<file path="src/rtl/core/sasl_pkg.sv">
// Types and constants for the servo angle slew limiter
package sasl_pkg;

    localparam logic [8:0]  ANGLE_IN_MAX = 9'd360;
    localparam logic [7:0]  ANGLE_MAX    = 8'd180;
    localparam logic [7:0]  ANGLE_HOME   = 8'd90;

    localparam logic [7:0]  RAMP_STEP_RST     = 8'd3;
    localparam logic [15:0] RAMP_INTERVAL_RST = 16'd8;
    localparam logic [11:0] PULSE_MIN_RST     = 12'd1000;
    localparam logic [11:0] PULSE_MAX_RST     = 12'd2000;

    // x/180 == (x>>2)/45; ceil(2^24/45) is exact for x>>2 below 2^18
    localparam int          RECIP_SHIFT = 24;
    localparam logic [18:0] RECIP_45    = 19'd372828;

    typedef enum logic [1:0] {
        CFG_RAMP_STEP     = 2'd0,
        CFG_RAMP_INTERVAL = 2'd1,
        CFG_PULSE_MIN     = 2'd2,
        CFG_PULSE_MAX     = 2'd3
    } cfg_idx_t;

    typedef enum logic {
        OP_TICK       = 1'b0,
        OP_SET_TARGET = 1'b1
    } op_t;

    typedef struct packed {
        logic               operation;
        logic signed [15:0] raw_angle;
    } cmd_t;

    typedef struct packed {
        logic [7:0]  target_angle;
        logic [7:0]  current_angle;
        logic [11:0] target_pulse_us;
        logic [11:0] drive_pulse_us;
        logic        drive_updated;
    } res_t;

endpackage

</file>
<file path="src/rtl/core/servo_angle_slew_limiter_core.sv">
// Servo angle slew limiter: target clamp, ramp stepping and pulse width mapping
//
// Command channel (cmd_valid / cmd_stall / cmd): each item is either a one
// millisecond tick or a set-target command carrying a signed raw angle.
// Result channel (res_valid / res_stall / res): exactly one result item per
// command item, in order, carrying goal and current angle, both pulse widths
// and a flag set when a tick moved the current angle.
// Configuration channel (cfg_valid / cfg_ready / cfg_index / cfg_data):
// cfg_ready is always high; write only while no item is in flight.
// Pipeline: three register stages (angle update, angle x pulse span product,
// reciprocal divide by 180 plus offset); an accepted item passes s1, s2 and
// the result register in turn. Throughput: one item per cycle unless stalled;
// the two multiplier stages are pipelined.
// Reset: angles return to 90 degrees, the tick counter to 0, registers to
// step 3, interval 8, pulses 1000..2000 us; pipeline and result empty.
// Stall: a stalled result holds; s1 and s2 keep filling, and cmd_stall rises
// only once every stage holds an item.
module servo_angle_slew_limiter_core (
    input  logic                 clk,
    input  logic                 rst_n,
    input  logic                 cmd_valid,
    output logic                 cmd_stall,
    input  sasl_pkg::cmd_t       cmd,
    output logic                 res_valid,
    input  logic                 res_stall,
    output sasl_pkg::res_t       res,
    input  logic                 cfg_valid,
    output logic                 cfg_ready,
    input  sasl_pkg::cfg_idx_t   cfg_index,
    input  logic [15:0]          cfg_data
);

    // configuration
    logic [7:0]  ramp_step_reg;
    logic [15:0] ramp_interval_reg;
    logic [11:0] pulse_min_reg;
    logic [11:0] pulse_max_reg;

    // block state
    logic [7:0]  angle_now_reg,  angle_now_next;
    logic [7:0]  angle_goal_reg, angle_goal_next;
    logic [15:0] ms_cnt_reg,     ms_cnt_next;
    logic        moved_next;

    // pipeline
    logic        s1_valid_reg, s2_valid_reg, res_valid_reg;
    logic [7:0]  s1_goal_reg, s1_now_reg, s2_goal_reg, s2_now_reg;
    logic        s1_moved_reg, s2_moved_reg;
    logic [17:0] s2_goal_x_reg, s2_now_x_reg;
    sasl_pkg::res_t res_reg, res_next;

    logic        out_free, s2_free, s1_free, accept;

    logic [12:0] span;
    logic        span_neg;
    logic [11:0] span_mag;
    logic [19:0] goal_prod, now_prod;
    logic [36:0] goal_q_prod, now_q_prod;
    logic [11:0] goal_q, now_q;

    logic [8:0]  clamp_ang;
    logic [9:0]  clamp_inc;
    logic [15:0] cnt_inc;
    logic [7:0]  gap;

    assign cfg_ready = 1'b1;

    // handshake chain
    assign out_free  = !res_valid_reg || !res_stall;
    assign s2_free   = !s2_valid_reg || out_free;
    assign s1_free   = !s1_valid_reg || s2_free;
    assign cmd_stall = !s1_free;
    assign accept    = cmd_valid && s1_free;
    assign res_valid = res_valid_reg;
    assign res       = res_reg;

    always_ff @(posedge clk or negedge rst_n)
    begin
        if (!rst_n)
        begin
            ramp_step_reg     <= sasl_pkg::RAMP_STEP_RST;
            ramp_interval_reg <= sasl_pkg::RAMP_INTERVAL_RST;
            pulse_min_reg     <= sasl_pkg::PULSE_MIN_RST;
            pulse_max_reg     <= sasl_pkg::PULSE_MAX_RST;
        end
        else if (cfg_valid && cfg_ready)
        begin
            unique case (cfg_index)
                sasl_pkg::CFG_RAMP_STEP:     ramp_step_reg     <= cfg_data[7:0];
                sasl_pkg::CFG_RAMP_INTERVAL: ramp_interval_reg <= cfg_data;
                sasl_pkg::CFG_PULSE_MIN:     pulse_min_reg     <= cfg_data[11:0];
                sasl_pkg::CFG_PULSE_MAX:     pulse_max_reg     <= cfg_data[11:0];
                default: ;
            endcase
        end
    end

    // angle update for the accepted item
    always_comb
    begin
        angle_now_next  = angle_now_reg;
        angle_goal_next = angle_goal_reg;
        ms_cnt_next     = ms_cnt_reg;
        moved_next      = 1'b0;
        cnt_inc         = ms_cnt_reg + 16'd1;
        gap             = 8'd0;

        if (cmd.raw_angle[15])
            clamp_ang = 9'd0;
        else if (cmd.raw_angle[14:0] > {6'd0, sasl_pkg::ANGLE_IN_MAX})
            clamp_ang = sasl_pkg::ANGLE_IN_MAX;
        else
            clamp_ang = cmd.raw_angle[8:0];
        clamp_inc = {1'b0, clamp_ang} + 10'd1;

        if (cmd.operation == sasl_pkg::OP_SET_TARGET)
        begin
            if (clamp_ang > {1'b0, sasl_pkg::ANGLE_MAX})
                angle_goal_next = clamp_inc[8:1];
            else
                angle_goal_next = clamp_ang[7:0];
        end
        else if (cnt_inc >= ramp_interval_reg)
        begin
            ms_cnt_next = 16'd0;
            if (angle_now_reg != angle_goal_reg && ramp_step_reg != 8'd0)
            begin
                moved_next = 1'b1;
                if (angle_goal_reg > angle_now_reg)
                begin
                    gap = angle_goal_reg - angle_now_reg;
                    angle_now_next = (gap <= ramp_step_reg) ? angle_goal_reg
                                   : angle_now_reg + ramp_step_reg;
                end
                else
                begin
                    gap = angle_now_reg - angle_goal_reg;
                    angle_now_next = (gap <= ramp_step_reg) ? angle_goal_reg
                                   : angle_now_reg - ramp_step_reg;
                end
            end
        end
        else
        begin
            ms_cnt_next = cnt_inc;
        end
    end

    always_ff @(posedge clk or negedge rst_n)
    begin
        if (!rst_n)
        begin
            angle_now_reg  <= sasl_pkg::ANGLE_HOME;
            angle_goal_reg <= sasl_pkg::ANGLE_HOME;
            ms_cnt_reg     <= 16'd0;
            s1_valid_reg   <= 1'b0;
            s2_valid_reg   <= 1'b0;
            res_valid_reg  <= 1'b0;
        end
        else
        begin
            if (accept)
            begin
                angle_now_reg  <= angle_now_next;
                angle_goal_reg <= angle_goal_next;
                ms_cnt_reg     <= ms_cnt_next;
            end
            if (s1_free)
                s1_valid_reg <= accept;
            if (s2_free)
                s2_valid_reg <= s1_valid_reg;
            if (out_free)
                res_valid_reg <= s2_valid_reg;
        end
    end

    // pulse span as sign and magnitude, so products stay unsigned
    assign span     = {1'b0, pulse_max_reg} - {1'b0, pulse_min_reg};
    assign span_neg = span[12];
    assign span_mag = span_neg ? 12'(-span) : span[11:0];

    assign goal_prod = s1_goal_reg * span_mag;
    assign now_prod  = s1_now_reg  * span_mag;

    assign goal_q_prod = s2_goal_x_reg * sasl_pkg::RECIP_45;
    assign now_q_prod  = s2_now_x_reg  * sasl_pkg::RECIP_45;
    assign goal_q      = goal_q_prod[sasl_pkg::RECIP_SHIFT +: 12];
    assign now_q       = now_q_prod[sasl_pkg::RECIP_SHIFT +: 12];

    always_comb
    begin
        res_next.target_angle    = s2_goal_reg;
        res_next.current_angle   = s2_now_reg;
        res_next.drive_updated   = s2_moved_reg;
        res_next.target_pulse_us = span_neg ? pulse_min_reg - goal_q
                                            : pulse_min_reg + goal_q;
        res_next.drive_pulse_us  = span_neg ? pulse_min_reg - now_q
                                            : pulse_min_reg + now_q;
    end

    always_ff @(posedge clk)
    begin
        if (accept)
        begin
            s1_goal_reg  <= angle_goal_next;
            s1_now_reg   <= angle_now_next;
            s1_moved_reg <= moved_next;
        end
        if (s2_free && s1_valid_reg)
        begin
            s2_goal_reg   <= s1_goal_reg;
            s2_now_reg    <= s1_now_reg;
            s2_moved_reg  <= s1_moved_reg;
            s2_goal_x_reg <= goal_prod[19:2];
            s2_now_x_reg  <= now_prod[19:2];
        end
        if (out_free && s2_valid_reg)
            res_reg <= res_next;
    end

endmodule

</file>
<file path="config.mk">
export PLATFORM = sky130hd
export DESIGN_NAME = servo_angle_slew_limiter_core
export DESIGN_NICKNAME = d
export VERILOG_FILES = /design/src/rtl/core/sasl_pkg.sv /design/src/rtl/core/servo_angle_slew_limiter_core.sv
export SDC_FILE = /design/constraint.sdc
export NUM_CORES = 1
export LEC_CHECK = 0
export BUFFER_PORTS_ARGS = -buffer_cell sky130_fd_sc_hd__clkbuf_2
export CAP_MARGIN = 20
export CORE_ASPECT_RATIO = 0.5
export CORE_MARGIN = 1.5
export CORE_UTILIZATION = 60
export CTS_CLUSTER_SIZE = 24
export DETAILED_ROUTE_END_ITERATION = 12
export GPL_TIMING_DRIVEN = 0
export PLACE_DENSITY = 0.82
export SLEW_MARGIN = 20
export SYNTH_ARGS = -nofsm -noshare
export SYNTH_HDL_FRONTEND = slang
export SYNTH_SLANG_ARGS = --single-unit
</file>
<file path="constraint.sdc">
create_clock -name clk -period 9.1 [get_ports clk]
set_input_delay 1.82 -clock clk [delete_from_list [all_inputs] [get_ports clk]]
set_output_delay 1.82 -clock clk [all_outputs]
set_load 0.01 [all_outputs]
</file>
==> impl_summary.md, run 1 <==
Run status
The flow ran to the end, and the final reports show no timing, DRC or antenna violations.

Final layout
The repair_antennas step left the layout with diodes totalling 0. In the final layout, the share of cells above drive strength 1 is 8.44%. Excluding fillers, the count of instances in the completed layout stands at 3408. The post-synthesis to final-layout area growth is 6.88%. The count of fill cells added during filler insertion is around 3300. The final core utilization is 65.4%. The final layout contains 3600 nets. In the layout the commonest cells are sky130_fd_sc_hd__inv_1 (540), sky130_fd_sc_hd__ha_1 (440), sky130_fd_sc_hd__fa_1 (313). The number of flip-flops under the largest register name is 41. The leading cell type in the layout, fill and taps excluded is sky130_fd_sc_hd__inv_1.

Logic synthesis
Sorting the synthesized cells by area gives the leading types as sky130_fd_sc_hd__fa_1 (23%), sky130_fd_sc_hd__ha_1 (21%), sky130_fd_sc_hd__edfxtp_1 (12%). The multiplexer share of the synthesized area is 2.84%. Counting flops with an async set or reset pin after synthesis yields a share of a little over two fifths. The count of mapped cells out of synthesis is 2707. The dominant combinational cell family by area after synthesis is adder cells. The XOR/XNOR share of the synthesized area is 4.84%. The fraction of the mapped netlist area in compound gates is 9.15%. The cell area that synthesis handed to floorplanning was roughly 0.027 mm^2.

In this run the mean area of a mapped cell was 9.90 um^2. The simple-gate share of the synthesized area is 10.5%. The sequential fraction of the synthesis area is between 20% and 30%. The share of the synthesized area in the top cell type is 23.4%. After Yosys synthesis, full adders, half adders and majority gates account for 43.9% of the synthesized area. The yosys synthesis warning count is 0. The top flip-flop cell by instance count after synthesis is sky130_fd_sc_hd__edfxtp_1. The number of library cell types mapped by synthesis is 75. The top cell type by total area after synthesis is sky130_fd_sc_hd__fa_1.

The number of flops mapped to enable cells by yosys is 111. The flop and latch count out of synthesis is 194. The net count of the mapped netlist is 3500.

Die
In this run the horizontal extent of the chip is 302 um. The die boundary height is between 150 and 200 um. The total die area is roughly 0.046 mm^2. 84 I/O pins were placed. The core outline area is around 0.044 mm^2. After floorplanning, the core was divided into 54 placement rows. The initial cell density of the core is between 60% and 70%.

Setup path
The gate family responsible for the most delay along the worst path is adder cells. STA classifies the critical path startpoint as a register. The count of buffer and inverter cells on the critical path is 4. The cell depth of the worst flop-to-flop path is 30.

The worst register-to-register path begins at s2_goal_x_reg[10]. The kind of end point of the critical path is a register. The highest cell delay on the worst timing path is around 560 ps.

The highest fanout seen on the critical path is 5. By startpoint and endpoint, the worst setup path is classified as reg2reg. The worst register-to-register path has a setup slack of 480 ps. For the worst setup path, the data required time is 9310 ps. The cell repeated most along the worst path is sky130_fd_sc_hd__fa_1. The cell count along the critical path is 30. On the critical path, the stage with the largest delay is an instance of sky130_fd_sc_hd__edfxtp_1.

The critical path data arrival time is 8840 ps. The terminus of the critical flop-to-flop path is res[24].

Routing
The average wire length per cell after detail routing is 17.9 um. The remaining antenna violation count is 0. The via-per-instance ratio is 5.68.

After the first detailed-routing iteration, the DRC count stood at around 1500. The first-pass iteration count of the detailed router is 5. For this block, the routed nets add up to about 61000 um of wire. The residual DRC count is 0. The routed layout has 19300 vias.

Min path
The launch instance of the worst min-delay path is s2_now_reg[0]. For hold timing, the worst endpoint is res[25]. The worst hold-check path type is reg2reg. Along the worst hold path, the cell count comes to 0.

GRT
The via count of the first global-routing pass is roughly 20000. Global routing consumed, on the met2 layer, a little under half of the routing resources. The peak-usage layer in the global routing report is met2. The first global-routing pass estimated ~100000 um of wire. Entering global routing, the biggest net connects 54 pins. The number of antenna violations at the first check in global routing is 0.

In the global route stage, met3 resource usage came out at 5.56%. Across every metal layer, demand over resource in global routing totals between 20 and 30%. The total overflow left after global routing is 0.

The global-route track usage on met1 is 37.4%.

Place
Buffers placed on the I/O ports in this run total 79. After detailed placement, the design holds a cell count of 3376. The routability congestion estimate from global placement is 0.947.

The detailed placer's ending HPWL is 50700 um.

Timing
Setup repair after global routing left no endpoint under its margin. The count of final hold-check violations was 0. The minimum period implied by the final worst setup slack is 8620 ps. The actual slew at the worst max-slew pin is 1100 ps. Static timing analysis puts the maximum clock frequency at around 0.12 GHz. The number of setup violations in the final report is 0. The count of pins over their slew limit is 0. On the final layout, the worst clock skew is 19.5 ps. After layout, the worst path uses 94.7% of the clock period. The max-slew headroom at the worst pin is 25.8%. The setup TNS is 0 ps.

Clocking
TritonCTS built the clock tree. The count of buffers added by post-CTS timing repair for setup is 0. The count of cells resized by post-cts repair is 0. The clock slew at the register clock pins of the worst setup and hold paths is 80 ps. The longest clock path from root to sink contains 2 buffers. The H-tree generated during clock tree synthesis spans 4 levels. Buffers inserted during clock tree synthesis total 17. The clock reaches the later pin of the worst-skew pair after ~460 ps. The root buffer cell chosen for the clock tree is sky130_fd_sc_hd__clkbuf_16.

Hold repair after CTS inserted 0 buffers. CTS saw 194 sinks.

Job
The total of max-cap violations is 0.
## how the worst max path moves through the flow
stage	startpoint	end
floorplan	pulse_max_reg[0]	s2_now_x_reg[17]
global placement	s2_goal_x_reg[8]	res[24]
detailed placement	s2_goal_x_reg[10]	res[24]
CTS	s2_goal_x_reg[10]	res[24]
global route	s2_goal_x_reg[10]	res[24]
finish	s2_goal_x_reg[10]	res[24]
## logic make-up after synthesis
family	count (synthesis)
adder cells (fa/ha/maj)	753
buffers and inverters	595
AND/OR/NAND/NOR	574
AO/OA/AOI/OAI	374
flip-flops	194
XOR/XNOR	148
multiplexers	68
other	1
## worst register-to-register path: cells and delay by family (launching register included)
family,cells,cell delay [ps]
flip-flops,1,560
AO/OA/AOI/OAI,10,2330
buffers and inverters,4,290
XOR/XNOR,4,780
adder cells (fa/ha/maj),9,4010
AND/OR/NAND/NOR,3,420
## metrics by stage
stage                     area [um^2]  hold WS, ps  setup slack [ps]
after CTS                       28600          418               294
after floorplan                 26800          400              1740
after global placement          27900          401               359
after detailed placement        28000          405               346
after global routing            28600          425              70.7
final                           28600          417               478
## layout make-up
class                      count  area, um^2  share of cell area (%)
inverter                     540        2030                    7.08
sequential                   194        5440                    19.0
timing repair buffer          81         445                    1.56
multi-input combinational   1918       19100                    66.8
tap                          588         736                    2.57
clock buffer                  17         425                    1.49
clock inverter                15         198                   0.690
buffer                        55         239                   0.834
## per-layer routing
metal,wire (um),vias up
li1,-,9083
met1,26700,9560
met2,29000,592
met3,3940,110
met4,1540,0
met5,0,-
## synthesized netlist by cell type (23+ instances only)
cell type	count
sky130_fd_sc_hd__inv_1	540
sky130_fd_sc_hd__ha_1	440
sky130_fd_sc_hd__fa_1	313
sky130_fd_sc_hd__nand2_1	203
sky130_fd_sc_hd__edfxtp_1	111
sky130_fd_sc_hd__a21oi_1	98
sky130_fd_sc_hd__xnor2_1	92
sky130_fd_sc_hd__nor2_1	87
sky130_fd_sc_hd__and2_1	86
sky130_fd_sc_hd__o21ai_0	82
sky130_fd_sc_hd__mux2_2	64
sky130_fd_sc_hd__dfrtp_1	60
sky130_fd_sc_hd__xor2_1	56
sky130_fd_sc_hd__nand3_1	48
sky130_fd_sc_hd__a21o_1	41
sky130_fd_sc_hd__clkbuf_1	39
sky130_fd_sc_hd__nor2b_1	34
sky130_fd_sc_hd__nor3_1	25
sky130_fd_sc_hd__dfstp_2	23
Power of run 1 is left out: the tool's default activity adds up to more than one toggle a clock period on the data nets, which glitch-free logic cannot reach.
==> run 2: changes to the inputs <==
Settings changed: CELL_PAD_IN_SITES_DETAIL_PLACEMENT set to 0, CELL_PAD_IN_SITES_GLOBAL_PLACEMENT set to 2, CORE_UTILIZATION 60 to 43, PLACE_DENSITY 0.82 to 0.88.
==> impl_summary.md, run 2 (synthesis gave the netlist of run 1 again) <==
Timing
Setup repair after global routing left no endpoint under its margin. The portion of the clock cycle consumed by the worst path in the final layout is 94.2% (-0.57 points). The number of setup violations in the final report is 0 (unchanged).

The actual slew at the worst max-slew pin came to 1050 ps (-57.6 ps). The count of final hold-check violations is 0 (unchanged). The maximum clock frequency is 0.117 GHz (+0.60%).

The minimum period implied by the final worst setup slack is 8570 ps (-51.8 ps). The worst-case clock skew is 21.4 ps (+1.85 ps). The count of pins over their slew limit is 0 (unchanged). The setup TNS is 0 ps (unchanged). The max-slew headroom at the worst pin came to 29.7% (+3.9 points).

Clocking
The clock slew at the register clock pins of the worst setup and hold paths is 80 ps (about the same). The later-pin clock latency in the skew report is 480 ps (+20 ps). The TritonCTS clock tree is built. The clock buffer count from CTS is 17 (unchanged). The H-tree depth reported by CTS is 4 (unchanged). The root buffer cell is sky130_fd_sc_hd__clkbuf_16. The maximum clock insertion buffer count is 2 (unchanged). The count of clock tree sinks is 194 (unchanged).

Routing
The detailed-route wire length is 62500 um (+2.2%). The via-per-instance ratio is 5.12 (-9.8%). The violation count after the first detailed-route iteration is 1051 (-29%). The first-pass iteration count of the detailed router is 6 (+1). The total vias in the final route is 18700 (-3.5%). The average wire length per cell after detail routing is 17.1 um (-4.5%). The residual DRC count is 0 (unchanged).

The remaining antenna violation count is 0 (unchanged).

Final layout
The final layout net count is 3602 (+0.056%). The top cell types in the final layout, fill and taps aside, are sky130_fd_sc_hd__inv_1 (540), sky130_fd_sc_hd__ha_1 (439), sky130_fd_sc_hd__fa_1 (313). The share of cells above drive strength 1 was 8.58% (+0.14 points). The combined area of the multi-input logic cells came to 0.0192 mm^2 (+0.12%). The number of flip-flops under the largest register name came to 41 (unchanged). The count of fill cells added during filler insertion is 5860 (+78%).

The register area came to 0.00544 mm^2 (unchanged). The leading cell type in the layout, fill and taps excluded is sky130_fd_sc_hd__inv_1. The post-synthesis to final-layout area growth is 8.09%.

The number of antenna cells inserted was 0 (unchanged).

Run status
The run finished with clean final reports.

Min path
The hold path endpoint is res[36]. The worst hold-check path type is reg2reg. The cell count of the worst hold path is 0 (unchanged). The startpoint identified for the worst hold timing path is s2_goal_reg[3].

Place
The routability congestion estimate from global placement was 0.906 (-4.3%). The detailed placer's ending HPWL is 53400 um (+5.4%). The count of buffers inserted at the top-level ports is 79 (unchanged).

Die
The core outline area is 0.0613 mm^2 (+40%). The total die area is 0.0639 mm^2 (+39%). The width of the chip was 356 um (+18%).

The I/O pin count was 84 (unchanged). The die boundary height is 180 um (+18%). The initial cell density of the core came to 43.7% (-18 points).

The standard-cell row count is 64 (+19%).

Setup path
The flop-to-flop setup slack is 530 ps (+50 ps). The worst setup path is captured at a register. The kind of start point of the critical path is a register. The cell repeated most along the worst path is sky130_fd_sc_hd__fa_1. The critical path is of the reg2reg type.

The highest cell delay on the worst timing path is 570 ps (about the same). The slowest cell on the critical path is sky130_fd_sc_hd__fa_1. The source of the worst register-to-register timing path is s2_goal_x_reg[8]. The required time at the endpoint of the critical path came to 9320 ps (about the same).

The highest fanout seen on the critical path came to 5 (unchanged). The cell depth of the worst flop-to-flop path is 30 (unchanged). The critical path data arrival time was 8790 ps (-50 ps). In this run the critical register-to-register path is captured at res[24].

GRT
The via count of the first global-routing pass came to 18800 (-7.1%). The total global routing overflow came to 0 (unchanged). The overall fraction of global-route tracks in use is 20.2% (-7.6 points).

The global-route wire length before repair is 102000 um (+0.27%). The pin count of the biggest net entering global routing is 84 (+56%). The number of antenna violations at the first check in global routing was 1 (+1).

Job
The total of max-cap violations was 0 (unchanged).
run 2: timing repair:
action | in CTS | in global routing
hold buffers | 0 | 0
setup endpoints to repair | 0 | 4
gates resized for setup | 0 | 7
buffers inserted | 0 | 2
run 2: metrics by stage:
step / worst slack [ps] / instance area (um^2) / util (%) / std cells / hold slack, ps
2_1_floorplan: 1740 / 26800 / - / 2707 / 400
3_3_place_gp: 314 / 28200 / 46.0 / 3611 / 402
3_5_place_dp: 348 / 28300 / 46.2 / 3613 / 405
4_1_cts: 259 / 28900 / 47.1 / 3645 / 424
5_1_grt: 35.5 / 29000 / 47.2 / 3647 / 430
6_report: 530 / 29000 / 47.2 / 3647 / 423
run 2: layout make-up:
| cell class | instances | share of cell area [%] |
|---|---|---|
| Tap cell | 825 | 3.56 |
| Clock buffer | 18 | 1.48 |
| Multi-Input combinational cell | 1918 | 66.1 |
| Inverter | 540 | 7.00 |
| Clock inverter | 14 | 0.579 |
| Timing Repair Buffer | 83 | 1.64 |
| Sequential cell | 194 | 18.8 |
| Buffer | 55 | 0.825 |
run 2: worst max-delay path: cells and delay by family, from the launching register on:
kind	cells	cell delay (ps)
and+or+nand+nor	3	430
adders and majority gates	9	4000
buffers and inverters	4	280
AOI/OAI and AO/OA	10	2280
xor gates and xnor gates	4	770
DFF	1	530
run 2: worst max path at each step:
stage / from / end / slack, ps / depth (start not counted)
global placement: pulse_max_reg[0] / s2_now_x_reg[17] / 310 / 33
finish: s2_goal_x_reg[8] / res[24] / 530 / 30
floorplan: pulse_max_reg[0] / s2_now_x_reg[17] / 1740 / 33
detailed placement: s2_now_x_reg[7] / res[12] / 350 / 31
global route: s2_now_x_reg[5] / res[12] / 40 / 32
CTS: s2_now_x_reg[7] / res[12] / 260 / 31
run 2: per-layer routing:
metal	vias to the layer above	global-route usage, %	share of wire [%]
met2	304	30.8	44
met4	0	4.03	1.3
met1	9217	30.3	51
met3	46	2.93	4.2
li1	9098	-	-
met5	-	0	0
Power of run 2 is left out for the same reason.
==> run 3: changes to the inputs <==
Settings changed: CELL_PAD_IN_SITES_DETAIL_PLACEMENT 0 to 1, CELL_PAD_IN_SITES_GLOBAL_PLACEMENT 2 to 1, CORE_UTILIZATION 43 to 52.
==> impl_summary.md, run 3 (synthesis gave the netlist of run 1 again) <==
Clocking
The TritonCTS clock tree is built. The clock slew at the register clock pins of the worst setup and hold paths was 90 ps (about the same). The maximum clock insertion buffer count is 2 (unchanged).

The count of clock tree sinks is 194 (unchanged). The root buffer cell is sky130_fd_sc_hd__clkbuf_16. The later-pin clock latency in the skew report is 500 ps (+20 ps). The number of hold-repair buffers added at the cts stage is 0 (unchanged). The H-tree depth reported by CTS is 4 (unchanged).

The clock buffer count from CTS is 17 (unchanged).

Place
The routability congestion estimate from global placement came to 0.938 (+3.5%). The number of placed cells counting well taps is 3478 (-3.7%). The detailed placer's ending HPWL was 67100 um (+26%). The count of buffers inserted at the top-level ports is 79 (unchanged).

Timing
The actual slew at the worst max-slew pin is 1100 ps (+55.1 ps). The number of setup violations in the final report is 5 (+5). The setup TNS is -1070 ps (-1070 ps). The final worst slack was -386 ps (-916 ps). The portion of the clock cycle consumed by the worst path in the final layout is 104% (+10 points). The maximum clock frequency came to 0.105 GHz (-9.7%). The count of pins over their slew limit is 0 (unchanged). The max-slew headroom at the worst pin was 26.4% (-3.3 points). The minimum period implied by the final worst setup slack is 9490 ps (+916 ps).

The worst-case clock skew is 26.9 ps (+5.55 ps). The count of final hold-check violations is 0 (unchanged).

Run status
The checks that failed: negative setup slack. The run finished, with violations left.

Job
The total of max-cap violations is 0 (unchanged).

Setup path
The cell repeated most along the worst path is sky130_fd_sc_hd__fa_1. The kind of end point of the critical path is a register. The slowest cell on the critical path is sky130_fd_sc_hd__fa_1.

The gate family responsible for the most delay along the worst path is compound AO/OA/AOI/OAI gates. The count of buffer and inverter cells on the critical path is 5 (+1). The worst setup path is of the reg2reg kind.

The required time at the endpoint of the critical path is 9360 ps (+40 ps). The kind of start point of the critical path is a register. The highest cell delay on the worst timing path is 590 ps (+20 ps).

The critical path data arrival time is 9750 ps (+960 ps). The highest fanout seen on the critical path came to 10 (+5).

Final layout
Leaving out fill and tap cells, the most frequent cell in the layout is sky130_fd_sc_hd__inv_1. The count of fill cells added during filler insertion is 5653 (-3.5%). The top cell types in the final layout, fill and taps aside, are sky130_fd_sc_hd__inv_1 (540), sky130_fd_sc_hd__ha_1 (440), sky130_fd_sc_hd__fa_1 (313). The share of cells above drive strength 1 is 9.45% (+0.87 points). The post-layout instance count excluding filler cells is 3533 (-3.1%).

The final core utilization was 57.3% (+10 points). The number of flip-flops under the largest register name is 41 (unchanged). The final layout net count is 3617 (+0.42%). The post-synthesis to final-layout area growth is 8.16% (about the same).

Die
The I/O pin count is 84 (unchanged). The total die area is 0.0530 mm^2 (-17%). The initial cell density of the core is 53.0% (+9.3 points). The width of the chip came to 324 um (-9.0%). The core outline area was 0.0506 mm^2 (-18%).

The die boundary height is 164 um (-8.9%). The standard-cell row count was 58 (-9.4%).

GRT
The layer flagged by global routing as most heavily used is met2. The global-route wire length before repair is 145000 um (+42%). The via count of the first global-routing pass came to 24700 (+31%).

The overall fraction of global-route tracks in use was 36.2% (+16 points). The met3 track demand over resource is 8.07% (+5.1 points). The fraction of met2 tracks used by global routing is 61.8% (+31 points).

The number of antenna violations at the first check in global routing is 8 (+7). The total global routing overflow is 0 (unchanged). The global-route track usage on met1 is 42.1% (+12 points). The pin count of the biggest net entering global routing was 84 (unchanged).

Routing
The remaining antenna violation count is 0 (unchanged). The via-per-instance ratio is 6.42 (+25%). The residual DRC count is 0 (unchanged). The average wire length per cell after detail routing is 28.9 um (+69%). The violation count after the first detailed-route iteration was 2396 (+130%). The total vias in the final route is 22700 (+22%). The first-pass iteration count of the detailed router is 6 (unchanged). The detailed-route wire length is 102000 um (+63%).

Min path
The tightest min-delay check is of the reg2reg type.
run 3: what timing repair did:
item / 4_1_cts / 5_1_grt
pin swaps: 0 / 2
setup buffers: 0 / 16
resized for setup: 4 / 32
endpoints found under the setup margin: 2 / 14
run 3: routing by layer:
layer	vias up	wire length (um)
met2	1588	47700
met1	11300	36400
li1	9127	-
met3	688	10000
met4	6	7950
met5	-	41
run 3: path summary, 6_finish.rpt:
| kind | from | to | slack [ps] | depth (start not counted) |
|---|---|---|---|---|
| max | pulse_min_reg[1] | s2_now_x_reg[17] | -390 | 30 |
| min | s2_goal_reg[3] | res[36] | 440 | 0 |
| max reg2reg | pulse_min_reg[1] | s2_now_x_reg[17] | -390 | 30 |
| min reg2reg | s2_goal_reg[3] | res[36] | 440 | 0 |
| max in group asynchronous | rst_n | angle_now_reg[2] | 7220 | 1 |
| min in group asynchronous | rst_n | ms_cnt_reg[11] | 1390 | 1 |
run 3: cell type report:
class	instances	area (um^2)	area share, %
Multi-Input combinational cell	1918	19200	66.4
Inverter	540	2030	6.99
Clock inverter	12	120	0.414
Timing Repair Buffer	98	587	2.02
Buffer	55	259	0.894
Clock buffer	20	437	1.51
Antenna cell	6	15.0	0.0518
Tap cell	690	863	2.98
Sequential cell	194	5440	18.8
run 3: per-stage QoR:
| stage | hold WS [ps] | setup WS [ps] | instance area (um^2) |
|---|---|---|---|
| final | 443 | -386 | 29000 |
| after global placement | 404 | 540 | 28100 |
| after CTS | 431 | 20.5 | 28700 |
| after detailed placement | 406 | 181 | 28100 |
| after floorplan | 400 | 1740 | 26800 |
| after global routing | 453 | -593 | 29000 |
run 3: worst reg2reg max path, delay by kind of cell, from the launching register on:
family	cells	cell delay (ps)
AO/OA/AOI/OAI	13	3540
XOR/XNOR	2	580
adder cells (fa/ha/maj)	6	3140
buffers and inverters	5	810
flip-flops	1	450
AND/OR/NAND/NOR	4	720
Power of run 3 is left out for the same reason.
